File: config.mk
export PLATFORM = sky130hd
export DESIGN_NAME = depth_nearest_point_tracker_core
export DESIGN_NICKNAME = d
export VERILOG_FILES = /design/src/rtl/dnpt_pkg.sv /design/src/rtl/dnpt_ctrl.sv /design/src/rtl/dnpt_datapath.sv /design/src/rtl/depth_nearest_point_tracker_core.sv
export SDC_FILE = /design/constraint.sdc
export NUM_CORES = 2
export LEC_CHECK = 0
export BUFFER_PORTS_ARGS = -buffer_cell sky130_fd_sc_hd__buf_2
export CAP_MARGIN = 40
export CORE_MARGIN = 5
export CORE_UTILIZATION = 55
export DETAILED_ROUTE_END_ITERATION = 6
export PLACE_DENSITY_LB_ADDON = 0.15
export RECOVER_POWER = 25
export SLEW_MARGIN = 20
export SYNTH_ARGS = -nofsm -noshare
export SYNTH_HDL_FRONTEND = slang
export SYNTH_SLANG_ARGS = --single-unit
File: constraint.sdc
create_clock -name i_clk -period 8.31 [get_ports i_clk]
set_clock_uncertainty 0.2 [all_clocks]
set_input_delay 2.493 -clock i_clk [delete_from_list [all_inputs] [get_ports i_clk]]
set_output_delay 2.493 -clock i_clk [all_outputs]
set_load 0.05 [all_outputs]
File: src/rtl/dnpt_pkg.sv
package dnpt_pkg;

    // Field widths
    localparam int DEPTH_W    = 15;
    localparam int COORD_W    = 16;
    localparam int GAIN_W     = 16;
    localparam int CENTER_W   = 10;
    localparam int DIM_W      = 11;
    localparam int CFG_IDX_W  = 3;
    localparam int CFG_DATA_W = 16;
    localparam int Q_SHIFT    = 24;

    localparam int MAX_DIM_DEF = 1024;

    // Register indexes
    localparam logic [CFG_IDX_W-1:0] CFG_PROJECTIVE = 3'd0;
    localparam logic [CFG_IDX_W-1:0] CFG_WIDTH      = 3'd1;
    localparam logic [CFG_IDX_W-1:0] CFG_HEIGHT     = 3'd2;
    localparam logic [CFG_IDX_W-1:0] CFG_X_GAIN     = 3'd3;
    localparam logic [CFG_IDX_W-1:0] CFG_Y_GAIN     = 3'd4;
    localparam logic [CFG_IDX_W-1:0] CFG_X_CENTER   = 3'd5;
    localparam logic [CFG_IDX_W-1:0] CFG_Y_CENTER   = 3'd6;
    localparam logic [CFG_IDX_W-1:0] CFG_FAR_LIMIT  = 3'd7;

    // Reset values
    localparam logic                RST_PROJECTIVE = 1'b1;
    localparam logic [DIM_W-1:0]    RST_WIDTH      = 11'd640;
    localparam logic [DIM_W-1:0]    RST_HEIGHT     = 11'd480;
    localparam logic [GAIN_W-1:0]   RST_X_GAIN     = 16'd29135;
    localparam logic [GAIN_W-1:0]   RST_Y_GAIN     = 16'd29137;
    localparam logic [CENTER_W-1:0] RST_X_CENTER   = 10'd320;
    localparam logic [CENTER_W-1:0] RST_Y_CENTER   = 10'd240;
    localparam logic [DEPTH_W-1:0]  RST_FAR_LIMIT  = 15'd20000;

    localparam logic KIND_CLOUD = 1'b0;
    localparam logic KIND_FG    = 1'b1;

    typedef struct packed {
        logic                projective;
        logic [DIM_W-1:0]    width;
        logic [DIM_W-1:0]    height;
        logic [GAIN_W-1:0]   x_gain;
        logic [GAIN_W-1:0]   y_gain;
        logic [CENTER_W-1:0] x_center;
        logic [CENTER_W-1:0] y_center;
        logic [DEPTH_W-1:0]  far_limit;
    } t_cfg;

    typedef struct packed {
        logic load;     // latch pixel, apply frame start
        logic mul1;     // offset times depth
        logic mul2;     // times gain
        logic cloud;    // emit cloud point, update nearest, advance raster
        logic fg;       // emit foreground point, rearm nearest
    } t_cmd;

    typedef struct packed {
        logic out_free;
        logic z_nonzero;
        logic end_frame;
    } t_status;

endpackage

File: src/rtl/dnpt_ctrl.sv
module dnpt_ctrl (
    input  logic              i_clk,
    input  logic              i_rst_n,
    input  logic              i_valid,
    output logic              o_stall,
    input  dnpt_pkg::t_status i_status,
    output dnpt_pkg::t_cmd    o_cmd
);
    import dnpt_pkg::*;

    typedef enum logic [4:0] {
        S_IDLE = 5'b00001,
        S_MUL1 = 5'b00010,
        S_MUL2 = 5'b00100,
        S_EMIT = 5'b01000,
        S_FG   = 5'b10000
    } t_state;

    t_state r_state, n_state;

    always_ff @(posedge i_clk) begin
        if (!i_rst_n) begin
            r_state <= S_IDLE;
        end else begin
            r_state <= n_state;
        end
    end

    always_comb begin
        n_state = r_state;
        o_cmd   = '0;
        o_stall = 1'b1;
        unique case (r_state)
            S_IDLE: begin
                o_stall = 1'b0;
                if (i_valid) begin
                    o_cmd.load = 1'b1;
                    n_state    = S_MUL1;
                end
            end
            S_MUL1: begin
                o_cmd.mul1 = 1'b1;
                n_state    = S_MUL2;
            end
            S_MUL2: begin
                o_cmd.mul2 = 1'b1;
                n_state    = S_EMIT;
            end
            S_EMIT: begin
                // an empty pixel needs no output slot
                if (i_status.out_free || !i_status.z_nonzero) begin
                    o_cmd.cloud = 1'b1;
                    n_state     = i_status.end_frame ? S_FG : S_IDLE;
                end
            end
            S_FG: begin
                if (i_status.out_free) begin
                    o_cmd.fg = 1'b1;
                    n_state  = S_IDLE;
                end
            end
            default: n_state = S_IDLE;
        endcase
    end

    a_accept_starts: assert property (@(posedge i_clk) disable iff (!i_rst_n)
        (i_valid && !o_stall) |=> (r_state == S_MUL1))
        else $error("accepted pixel did not start the multiply stages");

    a_end_goes_fg: assert property (@(posedge i_clk) disable iff (!i_rst_n)
        (o_cmd.cloud && i_status.end_frame) |=> (r_state == S_FG))
        else $error("frame end did not lead to the foreground point");

    a_fg_needs_slot: assert property (@(posedge i_clk) disable iff (!i_rst_n)
        o_cmd.fg |-> i_status.out_free)
        else $error("foreground point issued with output slot full");

endmodule

File: src/rtl/dnpt_datapath.sv
module dnpt_datapath #(
    parameter int MAX_DIM = dnpt_pkg::MAX_DIM_DEF
) (
    input  logic                                  i_clk,
    input  logic                                  i_rst_n,
    input  dnpt_pkg::t_cmd                        i_cmd,
    output dnpt_pkg::t_status                     o_status,
    input  dnpt_pkg::t_cfg                        i_cfg,
    input  logic [dnpt_pkg::DEPTH_W-1:0]          i_depth,
    input  logic                                  i_frame_start,
    output logic                                  o_valid,
    input  logic                                  i_stall,
    output logic                                  o_kind,
    output logic signed [dnpt_pkg::COORD_W-1:0]   o_point_x,
    output logic signed [dnpt_pkg::COORD_W-1:0]   o_point_y,
    output logic [dnpt_pkg::DEPTH_W-1:0]          o_point_z,
    output logic                                  o_last
);
    import dnpt_pkg::*;

    localparam int CW  = $clog2(MAX_DIM);
    localparam int XW  = (DIM_W > CW + 1) ? DIM_W : CW + 1;
    localparam int AW  = (CW > CENTER_W) ? CW : CENTER_W;
    localparam int P1W = AW + DEPTH_W;
    localparam int P2W = P1W + GAIN_W;
    localparam int SW  = P2W + 1;
    localparam int QW  = SW - Q_SHIFT;

    // raster and nearest state
    logic [CW-1:0]              r_col, r_row;
    logic signed [COORD_W-1:0]  r_nx, r_ny;
    logic [DEPTH_W-1:0]         r_nz;

    // pixel stages
    logic [DEPTH_W-1:0]         r_z;
    logic                       r_end_row, r_end_frame;
    logic                       r_neg_x, r_neg_y;
    logic [P1W-1:0]             r_p1x, r_p1y;
    logic [P2W-1:0]             r_p2x, r_p2y;

    // output slot
    logic                       r_out_valid;
    logic                       r_kind, r_last;
    logic signed [COORD_W-1:0]  r_px, r_py;
    logic [DEPTH_W-1:0]         r_pz;

    logic [CW-1:0]              wm1, hm1;
    logic [AW-1:0]              mag_x, mag_y;
    logic signed [COORD_W-1:0]  px, py;
    logic                       z_nz, take, load_cloud;

    function automatic logic [CW-1:0] dim_m1(input logic [DIM_W-1:0] v);
        logic [XW-1:0] vx;
        vx = XW'(v);
        if (vx == '0) begin
            return '0;
        end else if (vx > XW'(MAX_DIM)) begin
            return CW'(MAX_DIM - 1);
        end else begin
            return CW'(vx - XW'(1));
        end
    endfunction

    // floor of signed product / 2^24, saturated to 16 bits
    function automatic logic signed [COORD_W-1:0] scale_sat(input logic neg,
                                                            input logic [P2W-1:0] p);
        logic [SW-1:0] s;
        logic [QW-1:0] q;
        s = {1'b0, p} + (neg ? SW'((1 << Q_SHIFT) - 1) : SW'(0));
        q = QW'(s >> Q_SHIFT);
        if (!neg) begin
            return (q > QW'(32767)) ? 16'sh7FFF : $signed(q[COORD_W-1:0]);
        end else begin
            return (q > QW'(32768)) ? 16'sh8000 : $signed(COORD_W'(QW'(0) - q));
        end
    endfunction

    assign wm1  = dim_m1(i_cfg.width);
    assign hm1  = dim_m1(i_cfg.height);
    assign z_nz = (r_z != '0);

    assign mag_x = (AW'(r_col) >= AW'(i_cfg.x_center)) ? AW'(r_col) - AW'(i_cfg.x_center)
                                                      : AW'(i_cfg.x_center) - AW'(r_col);
    assign mag_y = (AW'(r_row) >= AW'(i_cfg.y_center)) ? AW'(r_row) - AW'(i_cfg.y_center)
                                                      : AW'(i_cfg.y_center) - AW'(r_row);

    always_comb begin
        if (i_cfg.projective) begin
            px = $signed(COORD_W'(r_col));
            py = $signed(COORD_W'(r_row));
        end else begin
            px = scale_sat(r_neg_x, r_p2x);
            py = scale_sat(r_neg_y, r_p2y);
        end
    end

    assign take       = r_out_valid && !i_stall;
    assign load_cloud = i_cmd.cloud && z_nz;

    assign o_status.out_free  = !r_out_valid || !i_stall;
    assign o_status.z_nonzero = z_nz;
    assign o_status.end_frame = r_end_frame;

    always_ff @(posedge i_clk) begin
        if (!i_rst_n) begin
            r_col       <= '0;
            r_row       <= '0;
            r_nx        <= '0;
            r_ny        <= '0;
            r_nz        <= RST_FAR_LIMIT;
            r_out_valid <= 1'b0;
        end else begin
            if (i_cmd.load && i_frame_start) begin
                r_col <= '0;
                r_row <= '0;
                r_nz  <= i_cfg.far_limit;
            end
            if (i_cmd.cloud) begin
                if (z_nz && (r_z < r_nz)) begin
                    r_nx <= px;
                    r_ny <= py;
                    r_nz <= r_z;
                end
                // advance the raster
                if (r_end_frame) begin
                    r_col <= '0;
                    r_row <= '0;
                end else if (r_end_row) begin
                    r_col <= '0;
                    r_row <= (r_row == CW'(MAX_DIM - 1)) ? '0 : r_row + CW'(1);
                end else begin
                    r_col <= r_col + CW'(1);
                end
            end
            if (i_cmd.fg) begin
                r_nz <= i_cfg.far_limit;
            end
            if (load_cloud || i_cmd.fg) begin
                r_out_valid <= 1'b1;
            end else if (take) begin
                r_out_valid <= 1'b0;
            end
        end
    end

    always_ff @(posedge i_clk) begin
        if (i_cmd.load) begin
            r_z <= i_depth;
        end
        if (i_cmd.mul1) begin
            r_end_row   <= (r_col >= wm1);
            r_end_frame <= (r_col >= wm1) && (r_row >= hm1);
            r_neg_x     <= (AW'(r_col) < AW'(i_cfg.x_center));
            r_neg_y     <= (AW'(r_row) < AW'(i_cfg.y_center));
            r_p1x       <= P1W'(mag_x) * P1W'(r_z);
            r_p1y       <= P1W'(mag_y) * P1W'(r_z);
        end
        if (i_cmd.mul2) begin
            r_p2x <= P2W'(r_p1x) * P2W'(i_cfg.x_gain);
            r_p2y <= P2W'(r_p1y) * P2W'(i_cfg.y_gain);
        end
        if (load_cloud) begin
            r_kind <= KIND_CLOUD;
            r_px   <= px;
            r_py   <= py;
            r_pz   <= r_z;
            r_last <= !r_end_frame;
        end else if (i_cmd.fg) begin
            r_kind <= KIND_FG;
            r_px   <= r_nx;
            r_py   <= r_ny;
            r_pz   <= r_nz;
            r_last <= 1'b1;
        end
    end

    assign o_valid   = r_out_valid;
    assign o_kind    = r_kind;
    assign o_point_x = r_px;
    assign o_point_y = r_py;
    assign o_point_z = r_pz;
    assign o_last    = r_last;

    a_no_overwrite: assert property (@(posedge i_clk) disable iff (!i_rst_n)
        (load_cloud || i_cmd.fg) |-> (!r_out_valid || !i_stall))
        else $error("output slot overwritten before transfer");

    a_fg_is_last: assert property (@(posedge i_clk) disable iff (!i_rst_n)
        (r_out_valid && (r_kind == KIND_FG)) |-> r_last)
        else $error("foreground point not marked last");

    a_row_bound: assert property (@(posedge i_clk) disable iff (!i_rst_n)
        (32'(r_row) < MAX_DIM) && (32'(r_col) < MAX_DIM))
        else $error("raster counter out of range");

endmodule

File: src/rtl/depth_nearest_point_tracker_core.sv
// Channel   | Direction | Handshake            | Payload
// pixel in  | input     | i_valid / o_stall    | i_depth, i_frame_start
// point out | output    | o_valid / i_stall    | o_kind, o_point_x/y/z, o_last
// config    | input     | i_cfg_we             | i_cfg_idx, i_cfg_data
//
// A pixel passes from transfer to its cloud point in the output register in four steps:
// accept, offset times depth, times gain, round and emit. A frame's last pixel
// takes one more step for the foreground point; the next pixel is taken after that.
// The two multiplier stages are registered; one pixel is in flight at a time.
// A stalled output holds a nonzero pixel's emit step until the register frees.
// Synchronous active-low reset restores the register defaults and clears the raster.
module depth_nearest_point_tracker_core #(
    parameter int MAX_DIM = dnpt_pkg::MAX_DIM_DEF
) (
    input  logic                                  i_clk,
    input  logic                                  i_rst_n,
    input  logic                                  i_valid,
    output logic                                  o_stall,
    input  logic [dnpt_pkg::DEPTH_W-1:0]          i_depth,
    input  logic                                  i_frame_start,
    output logic                                  o_valid,
    input  logic                                  i_stall,
    output logic                                  o_kind,
    output logic signed [dnpt_pkg::COORD_W-1:0]   o_point_x,
    output logic signed [dnpt_pkg::COORD_W-1:0]   o_point_y,
    output logic [dnpt_pkg::DEPTH_W-1:0]          o_point_z,
    output logic                                  o_last,
    input  logic                                  i_cfg_we,
    input  logic [dnpt_pkg::CFG_IDX_W-1:0]        i_cfg_idx,
    input  logic [dnpt_pkg::CFG_DATA_W-1:0]       i_cfg_data
);
    import dnpt_pkg::*;

    t_cfg    r_cfg;
    t_cmd    cmd;
    t_status status;

    always_ff @(posedge i_clk) begin
        if (!i_rst_n) begin
            r_cfg.projective <= RST_PROJECTIVE;
            r_cfg.width      <= RST_WIDTH;
            r_cfg.height     <= RST_HEIGHT;
            r_cfg.x_gain     <= RST_X_GAIN;
            r_cfg.y_gain     <= RST_Y_GAIN;
            r_cfg.x_center   <= RST_X_CENTER;
            r_cfg.y_center   <= RST_Y_CENTER;
            r_cfg.far_limit  <= RST_FAR_LIMIT;
        end else if (i_cfg_we) begin
            unique case (i_cfg_idx)
                CFG_PROJECTIVE: r_cfg.projective <= i_cfg_data[0];
                CFG_WIDTH:      r_cfg.width      <= i_cfg_data[DIM_W-1:0];
                CFG_HEIGHT:     r_cfg.height     <= i_cfg_data[DIM_W-1:0];
                CFG_X_GAIN:     r_cfg.x_gain     <= i_cfg_data[GAIN_W-1:0];
                CFG_Y_GAIN:     r_cfg.y_gain     <= i_cfg_data[GAIN_W-1:0];
                CFG_X_CENTER:   r_cfg.x_center   <= i_cfg_data[CENTER_W-1:0];
                CFG_Y_CENTER:   r_cfg.y_center   <= i_cfg_data[CENTER_W-1:0];
                CFG_FAR_LIMIT:  r_cfg.far_limit  <= i_cfg_data[DEPTH_W-1:0];
                default: ;
            endcase
        end
    end

    dnpt_ctrl u_ctrl (
        .i_clk    (i_clk),
        .i_rst_n  (i_rst_n),
        .i_valid  (i_valid),
        .o_stall  (o_stall),
        .i_status (status),
        .o_cmd    (cmd)
    );

    dnpt_datapath #(
        .MAX_DIM (MAX_DIM)
    ) u_datapath (
        .i_clk         (i_clk),
        .i_rst_n       (i_rst_n),
        .i_cmd         (cmd),
        .o_status      (status),
        .i_cfg         (r_cfg),
        .i_depth       (i_depth),
        .i_frame_start (i_frame_start),
        .o_valid       (o_valid),
        .i_stall       (i_stall),
        .o_kind        (o_kind),
        .o_point_x     (o_point_x),
        .o_point_y     (o_point_y),
        .o_point_z     (o_point_z),
        .o_last        (o_last)
    );

endmodule
=== After elaboration in Yosys (flattened, before gate mapping) ===
Cells that the tools add are included.
Widths: inputs -> output; s select.

* Bitwise operators: 0
* Magnitude comparators: 13
* Shift operators: 0
* Muxes and demuxes: 53
* Divide/modulo/power cells: 0
* Eq/ne operators: 16
* $add $sub $neg: 12
* $mul: 4
* Reduce and logical (&&, ||, !) cells: 29

{| class="wikitable"
|+ Operators by type and width
! cell !! count
|-
| $mux 16 || 12
|-
| $mux 10 || 15
|-
| $mux 15 || 6
|-
| $add 41x24->42 || 2
|-
| $mul 25x16->41 || 2
|-
| $mul 10x15->25 || 2
|-
| $mux 24 || 2
|-
| $ge 10x10->1 || 4
|-
| $sub 10x10->10 || 4
|-
| $gt 18x15->1 const B || 2
|-
| $gt 18x16->1 const B || 2
|-
| $sub 1x16->16 const A || 2
|-
| $pmux 5 s5 || 1
|-
| $gt 11x11->1 const B || 2
|-
| $logic_not 11->1 || 2
|-
| $add 10x1->10 const B || 2
|-
| $lt 10x10->1 || 2
|-
| $mux 5 || 4
|-
| $sub 10x1->10 const B || 2
|-
| $reduce_and 2->1 || 9
|-
| $lt 15x15->1 || 1
|-
| $reduce_bool 15->1 || 1
|-
| $mux 1 || 13
|-
| $eq 3x3->1 const B || 4
|-
| other kinds (16) || 29
|}

* Memory bits (read-only): 0
* Register bits: 363
* Input bits: 40
* Memories: 0
* Memory bits (writable): 0
* Latch bits: 0
* Output and inout port bits: 51
* Logic and storage cells: 156

=== Depth between registers and ports, before layout ===
* Word-level depth: 8
* Gate-level depth with buffers: 37
* Gate-level depth less buffers: 35

=== Modules after synthesis ===
A second synthesis with hierarchy kept.

* Cells, all modules: 6046
* Area total of the unflattened synthesis: 54667.4 um2

{| class="wikitable"
|+ Modules (own cells, without submodules)
! module !! area an instance (um2) !! sequential area each (um2) !! cells an instance !! instances
|-
| dnpt_datapath || 50820.0 || 7357.1 || 5671 || 1
|-
| depth_nearest_point_tracker_core || 3535.9 || 1801.7 || 338 || 1
|-
| dnpt_ctrl || 311.5 || 100.1 || 37 || 1
|}

=== Worst setup path after synthesis ===
Ideal clock, no wire load.

* Path type: reg2reg
* Start point: reg u_datapath.r_row[0]
* End point: reg u_datapath.r_p1y[24], data pin
* Path buffers: 2
* Cell stages (with the launch flop): 36
* Required time: 7849 ps
* Clock period less this slack: 8099 ps
* Setup time: 261 ps
* Slack: 211 ps
* Arrival time: 7638 ps
* Cells stage by stage: dfxtp_1 inv_1 ha_1 inv_1 fa_1 a21oi_1 o21bai_1 a21oi_1 o21ai_1 a21boi_1 nor2_1 buf_2 mux2_2 a2111oi_0 a211oi_1 xor2_1 buf_2 nand2_1 fa_1 fa_1 inv_1 fa_1 fa_1 inv_1 fa_1 inv_1 ha_1 nor4_1 o21ai_0 a31oi_1 a21oi_1 a41o_1 o211a_1 o21a_1 o21a_1 a311o_1

* Cells in the longest elaborated chain, start to end: 3
* Elaborated cells on any way between the ends: 5
* Those cells by class: 2 x add/sub; 1 x mul; 1 x order compare; 1 x mux

{| class="wikitable"
|+ RTL lines
! element !! line !! text
|-
| start: declaration || dnpt_datapath.sv:30 || <nowiki>logic [CW-1:0] r_col, r_row;</nowiki>
|-
| start signal: assignment || dnpt_datapath.sv:130 || <nowiki>r_row <= (r_row == CW'(MAX_DIM - 1)) ? '0 : r_row + CW'(1);</nowiki>
|-
| $sub 10x10->10 (tied with other cells) || dnpt_datapath.sv:85 || <nowiki>: AW'(i_cfg.y_center) - AW'(r_row);</nowiki>
|-
| $mux 10 * || dnpt_datapath.sv:84 || <nowiki>assign mag_y = (AW'(r_row) >= AW'(i_cfg.y_center)) ? AW'(r_row) - AW'(i_cfg.y_center)</nowiki>
|-
| $mul 10x15->25 * || dnpt_datapath.sv:156 || <nowiki>r_p1y <= P1W'(mag_y) * P1W'(r_z);</nowiki>
|-
| end signal: assignment || dnpt_datapath.sv:156 ||
|-
| end: declaration || dnpt_datapath.sv:38 || <nowiki>logic [P1W-1:0] r_p1x, r_p1y;</nowiki>
|}

Every way passes the cells marked *; elsewhere a longest branch is shown, timed or not.
A chain may end at the register's enable or synchronous reset.

=== Final worst setup path ===
Ends and elaborated chain as after synthesis.

==> results_dict.tcl <==
set metrics [dict create \
    run_status "complete, but fails checks" \
    violated_checks "capacitance limit, slew limit" \
    synth-async-reset-ratio_pct 0 \
    timing.rr.start "u_datapath.r_row[0]" \
    timing.final.crit_share_pct 98.8 \
    die-area_mm2 0.103 \
    postSynthCellCount 5985 \
    synthDominantCellAreaShare_pct 31.8 \
    routabilityCongestion 0.939 \
    critical_path.max_fanout 6 \
    critPathKind "flip-flop to flip-flop" \
    critical_path_top_delay_cell "sky130_fd_sc_hd__fa_2" \
    worst-endpoint-required_ns 8.45 \
    max-cap-violations 3 \
    post-layout-total-power_w 0.0228 \
    skew_pair_late_insertion_delay_ns 0.59 \
    max_stage_delay_ns 0.56 \
    finalSetupViolCount 0 \
    timing.critical_path.from "u_datapath.r_row[0]" \
    synth_area_leaders "sky130_fd_sc_hd__fa_1 32%, sky130_fd_sc_hd__edfxtp_1 11%, sky130_fd_sc_hd__ha_1 11%" \
    clockRootBuffer "sky130_fd_sc_hd__clkbuf_16" \
    detail_route.wirelength_mm 149 \
    grt.total_usage_pct 29.3 \
    rows 114 \
    route.vias.total 42303 \
    rsz0062_at_grt "true" \
    first_pass_grt_wire_length_mm 241 \
    cp_data_arrival_time_ns 8.35 \
    hold_violations 0 \
    worst_max_slew_margin_expressed_relative_to_the_limit_pct -58.2 \
    worst_setup_path_end_kind "flip-flop" \
    timing.reg2reg.setup_slack_ns 0.1 \
    ctsLongestPathBuffers 3 \
    postSynthNetCount 7345 \
    worstHoldStart "u_datapath.r_nx[8]" \
    dpl-instance-area_mm2 0.0564 \
    port-buffer-count 90 \
    min_period_ns 8.21 \
    grt.overflow.total 0 \
    synth_enable_flop_cells 199 \
    n_fill_cell 8547 \
    remaining_drc_errors 0 \
    grt_max_degree 82 \
    worst_r2r_path_depth 35 \
    routed_wire_length_per_instance_um 20.1 \
    first_global_vias 43683 \
    start_kind "flip-flop" \
    die_w_um 321 \
    netlist_area_mm2 0.0533 \
    timing.final.max_slew_violations 97 \
    start_util_pct 55.3 \
    most_used_flip_flop_cell_after_synthesis "sky130_fd_sc_hd__edfxtp_1" \
    cts_inserted_buffers 43 \
    ys_ff_latch 363 \
    drt-vias-per-instance 5.69 \
    clock_tree.htree_level_count 2 \
    hold_path_depth 2 \
    grt_antenna_before_repair 6 \
    dieHeight_um 321 \
    dr.pass1.iters 5 \
    ir_drop_v 0.000722 \
    detailedPlacementHpwl_mm 118 \
    timing.fmax_mhz 122 \
    stdcell_area_mm2 0.0584 \
    cts_sinks 363 \
    area_growth_pct 9.54 \
    ioPinCount 91 \
    sequential_cell_area_fraction_in_the_yosys_report_pct 17.4 \
    finish.net_count 7484 \
    drtAntennaViolNets 0 \
    synthDominantAreaCellType "sky130_fd_sc_hd__fa_1" \
    power-per-cell-area_mw_per_mm2 391 \
    ys.warnings.count 0 \
    clk_pin_slew_worst_paths_ns 0.06 \
    detailedRoute.firstIterationViolations 3171 \
    worstHoldPathType "flip-flop to flip-flop" \
    leakage_nw 27.9 \
    worst_slew_pin_slew_ns 2.37 \
    coreArea_mm2 0.0964 \
    post_synth.cell_area_avg_um2 8.91 \
    synth_cell_types 91 \
    cts_tree "yes" \
    layout-drive-gt1-share_pct 9.16 \
]
==> registers in the layout (all words and copies together), names as in the netlist, 16 cells and up <==
register,cells
u_datapath.r_p2x,41
u_datapath.r_ny,16
u_datapath.r_nx,16
u_datapath.o_point_x,16
u_datapath.r_p1x,25
u_datapath.o_point_y,16
u_datapath.r_p2y,41
u_datapath.r_p1y,25
r_cfg,90
==> synthesized netlist by cell type, types with 9 or more instances <==
master / number
sky130_fd_sc_hd__o31ai_1: 16
sky130_fd_sc_hd__edfxtp_1: 199
sky130_fd_sc_hd__or2_2: 13
sky130_fd_sc_hd__o211ai_1: 19
sky130_fd_sc_hd__a21o_1: 80
sky130_fd_sc_hd__nor2b_1: 20
sky130_fd_sc_hd__clkbuf_1: 252
sky130_fd_sc_hd__nor2_1: 227
sky130_fd_sc_hd__a31oi_1: 18
sky130_fd_sc_hd__xor2_1: 47
sky130_fd_sc_hd__nand2b_1: 73
sky130_fd_sc_hd__nand2_1: 1073
sky130_fd_sc_hd__nor4_1: 18
sky130_fd_sc_hd__nor3_1: 76
sky130_fd_sc_hd__nor3b_1: 9
sky130_fd_sc_hd__o21a_1: 35
sky130_fd_sc_hd__xnor2_1: 111
sky130_fd_sc_hd__a21oi_1: 271
sky130_fd_sc_hd__ha_1: 472
sky130_fd_sc_hd__o21ai_1: 18
sky130_fd_sc_hd__o221a_2: 12
sky130_fd_sc_hd__o21ai_0: 127
sky130_fd_sc_hd__o21bai_1: 18
sky130_fd_sc_hd__inv_1: 976
sky130_fd_sc_hd__and2_1: 361
sky130_fd_sc_hd__nand4_1: 29
sky130_fd_sc_hd__fa_1: 848
sky130_fd_sc_hd__nand3_1: 87
sky130_fd_sc_hd__o22ai_1: 17
sky130_fd_sc_hd__buf_2: 15
sky130_fd_sc_hd__o221ai_1: 9
sky130_fd_sc_hd__and3_1: 25
sky130_fd_sc_hd__or3_1: 21
sky130_fd_sc_hd__a22oi_1: 11
sky130_fd_sc_hd__mux2i_1: 30
sky130_fd_sc_hd__dfxtp_1: 164
sky130_fd_sc_hd__mux2_2: 17
sky130_fd_sc_hd__a211oi_1: 25
==> report_power, final <==
part | switching (W) | total (W) | internal [W] | leakage [nW]
registers | 0.000138 | 0.00302 | 0.00289 | 3.21
logic | 0.0100 | 0.0177 | 0.00772 | 24.0
clock network | 0.000847 | 0.00207 | 0.00122 | 0.741
total | 0.0110 | 0.0228 | 0.0118 | 27.9
==> cells by family after synthesis <==
family / after synthesis / synth area share [%]
DFF: 363 / 17.4
xor gates and xnor gates: 158 / 2.59
muxes: 47 / 0.922
and+or+nand+nor: 2061 / 17.8
buffers and inverters: 1251 / 8.85
adders and majority gates: 1320 / 42.9
AOI/OAI and AO/OA: 785 / 9.57
==> path summary, 6_finish.rpt <==
| check | endpoint |
|---|---|
| max | u_datapath.r_p1y[24] |
| min | u_datapath.r_nx[8] |
| max reg2reg | u_datapath.r_p1y[24] |
| min reg2reg | u_datapath.r_nx[8] |
==> timing repair <==
item | in CTS | in global routing
buffers inserted | 9 | 8
hold buffers | 0 | 0
resized for setup | 35 | 47
pin swaps | 25 | 44
endpoints found under the hold margin | 0 | 0
setup endpoints to repair | 2 | 13
==> layout by cell type, fill, tap and decap left out, types with 33 or more instances in the layout <==
cell type                   count
sky130_fd_sc_hd__xnor2_1      108
sky130_fd_sc_hd__buf_2         91
sky130_fd_sc_hd__edfxtp_1     199
sky130_fd_sc_hd__ha_1         465
sky130_fd_sc_hd__nand2_1     1072
sky130_fd_sc_hd__nand3_1       85
sky130_fd_sc_hd__buf_4        255
sky130_fd_sc_hd__clkbuf_16     46
sky130_fd_sc_hd__fa_1         842
sky130_fd_sc_hd__a21oi_1      262
sky130_fd_sc_hd__nor3_1        74
sky130_fd_sc_hd__a21o_1        80
sky130_fd_sc_hd__and2_1       356
sky130_fd_sc_hd__nor2_1       226
sky130_fd_sc_hd__nand2b_1      73
sky130_fd_sc_hd__dfxtp_1      161
sky130_fd_sc_hd__o21ai_0      119
sky130_fd_sc_hd__inv_1        971
sky130_fd_sc_hd__o21a_1        33
sky130_fd_sc_hd__xor2_1        45
==> metrics by stage <==
step / worst slack, ns / cells / util (%) / hold slack [ns] / setup TNS (ns)
finish: 0.0969 / 7435 / 60.6 / 0.251 / 0
global route: -0.202 / 7434 / 60.6 / 0.273 / -0.549
CTS: 0.0216 / 7425 / 60.3 / 0.256 / 0
detailed placement: -0.226 / 7337 / 58.5 / 0.248 / -0.229
global placement: -0.187 / 7327 / 58.4 / 0.236 / -0.187
floorplan: 0.211 / 5985 / - / 0.229 / 0
==> worst max-delay path: cells and delay by family (launching register included) <==
family	cells	cell delay [ns]
buf+inv	8	0.86
simple gates	2	0.29
xor+xnor	1	0.24
compound gates	16	2.90
fa+ha+maj	8	3.12
flops	1	0.33
==> cell type report <==
cell class | instances | area [um2] | area share, %
clock buffers | 53 | 1200 | 2.05
clock inverters | 26 | 327 | 0.559
diodes | 1 | 2.50 | 0.00428
repair buffers | 367 | 2620 | 4.49
flip-flops and latches | 363 | 9260 | 15.9
inverters | 978 | 3670 | 6.28
well taps | 1276 | 1600 | 2.73
multi-input cells | 4371 | 39800 | 68.0
==> per-layer routing <==
layer  share of wire, %  track usage, %  vias up
li1                   -               -    19285
met1                 43            41.7    21132
met2                 45            46.8     1577
met3                8.6            4.88      307
met4                3.6            8.52        2
met5             0.0080               0        -
(Power assumes the default switching activity.)
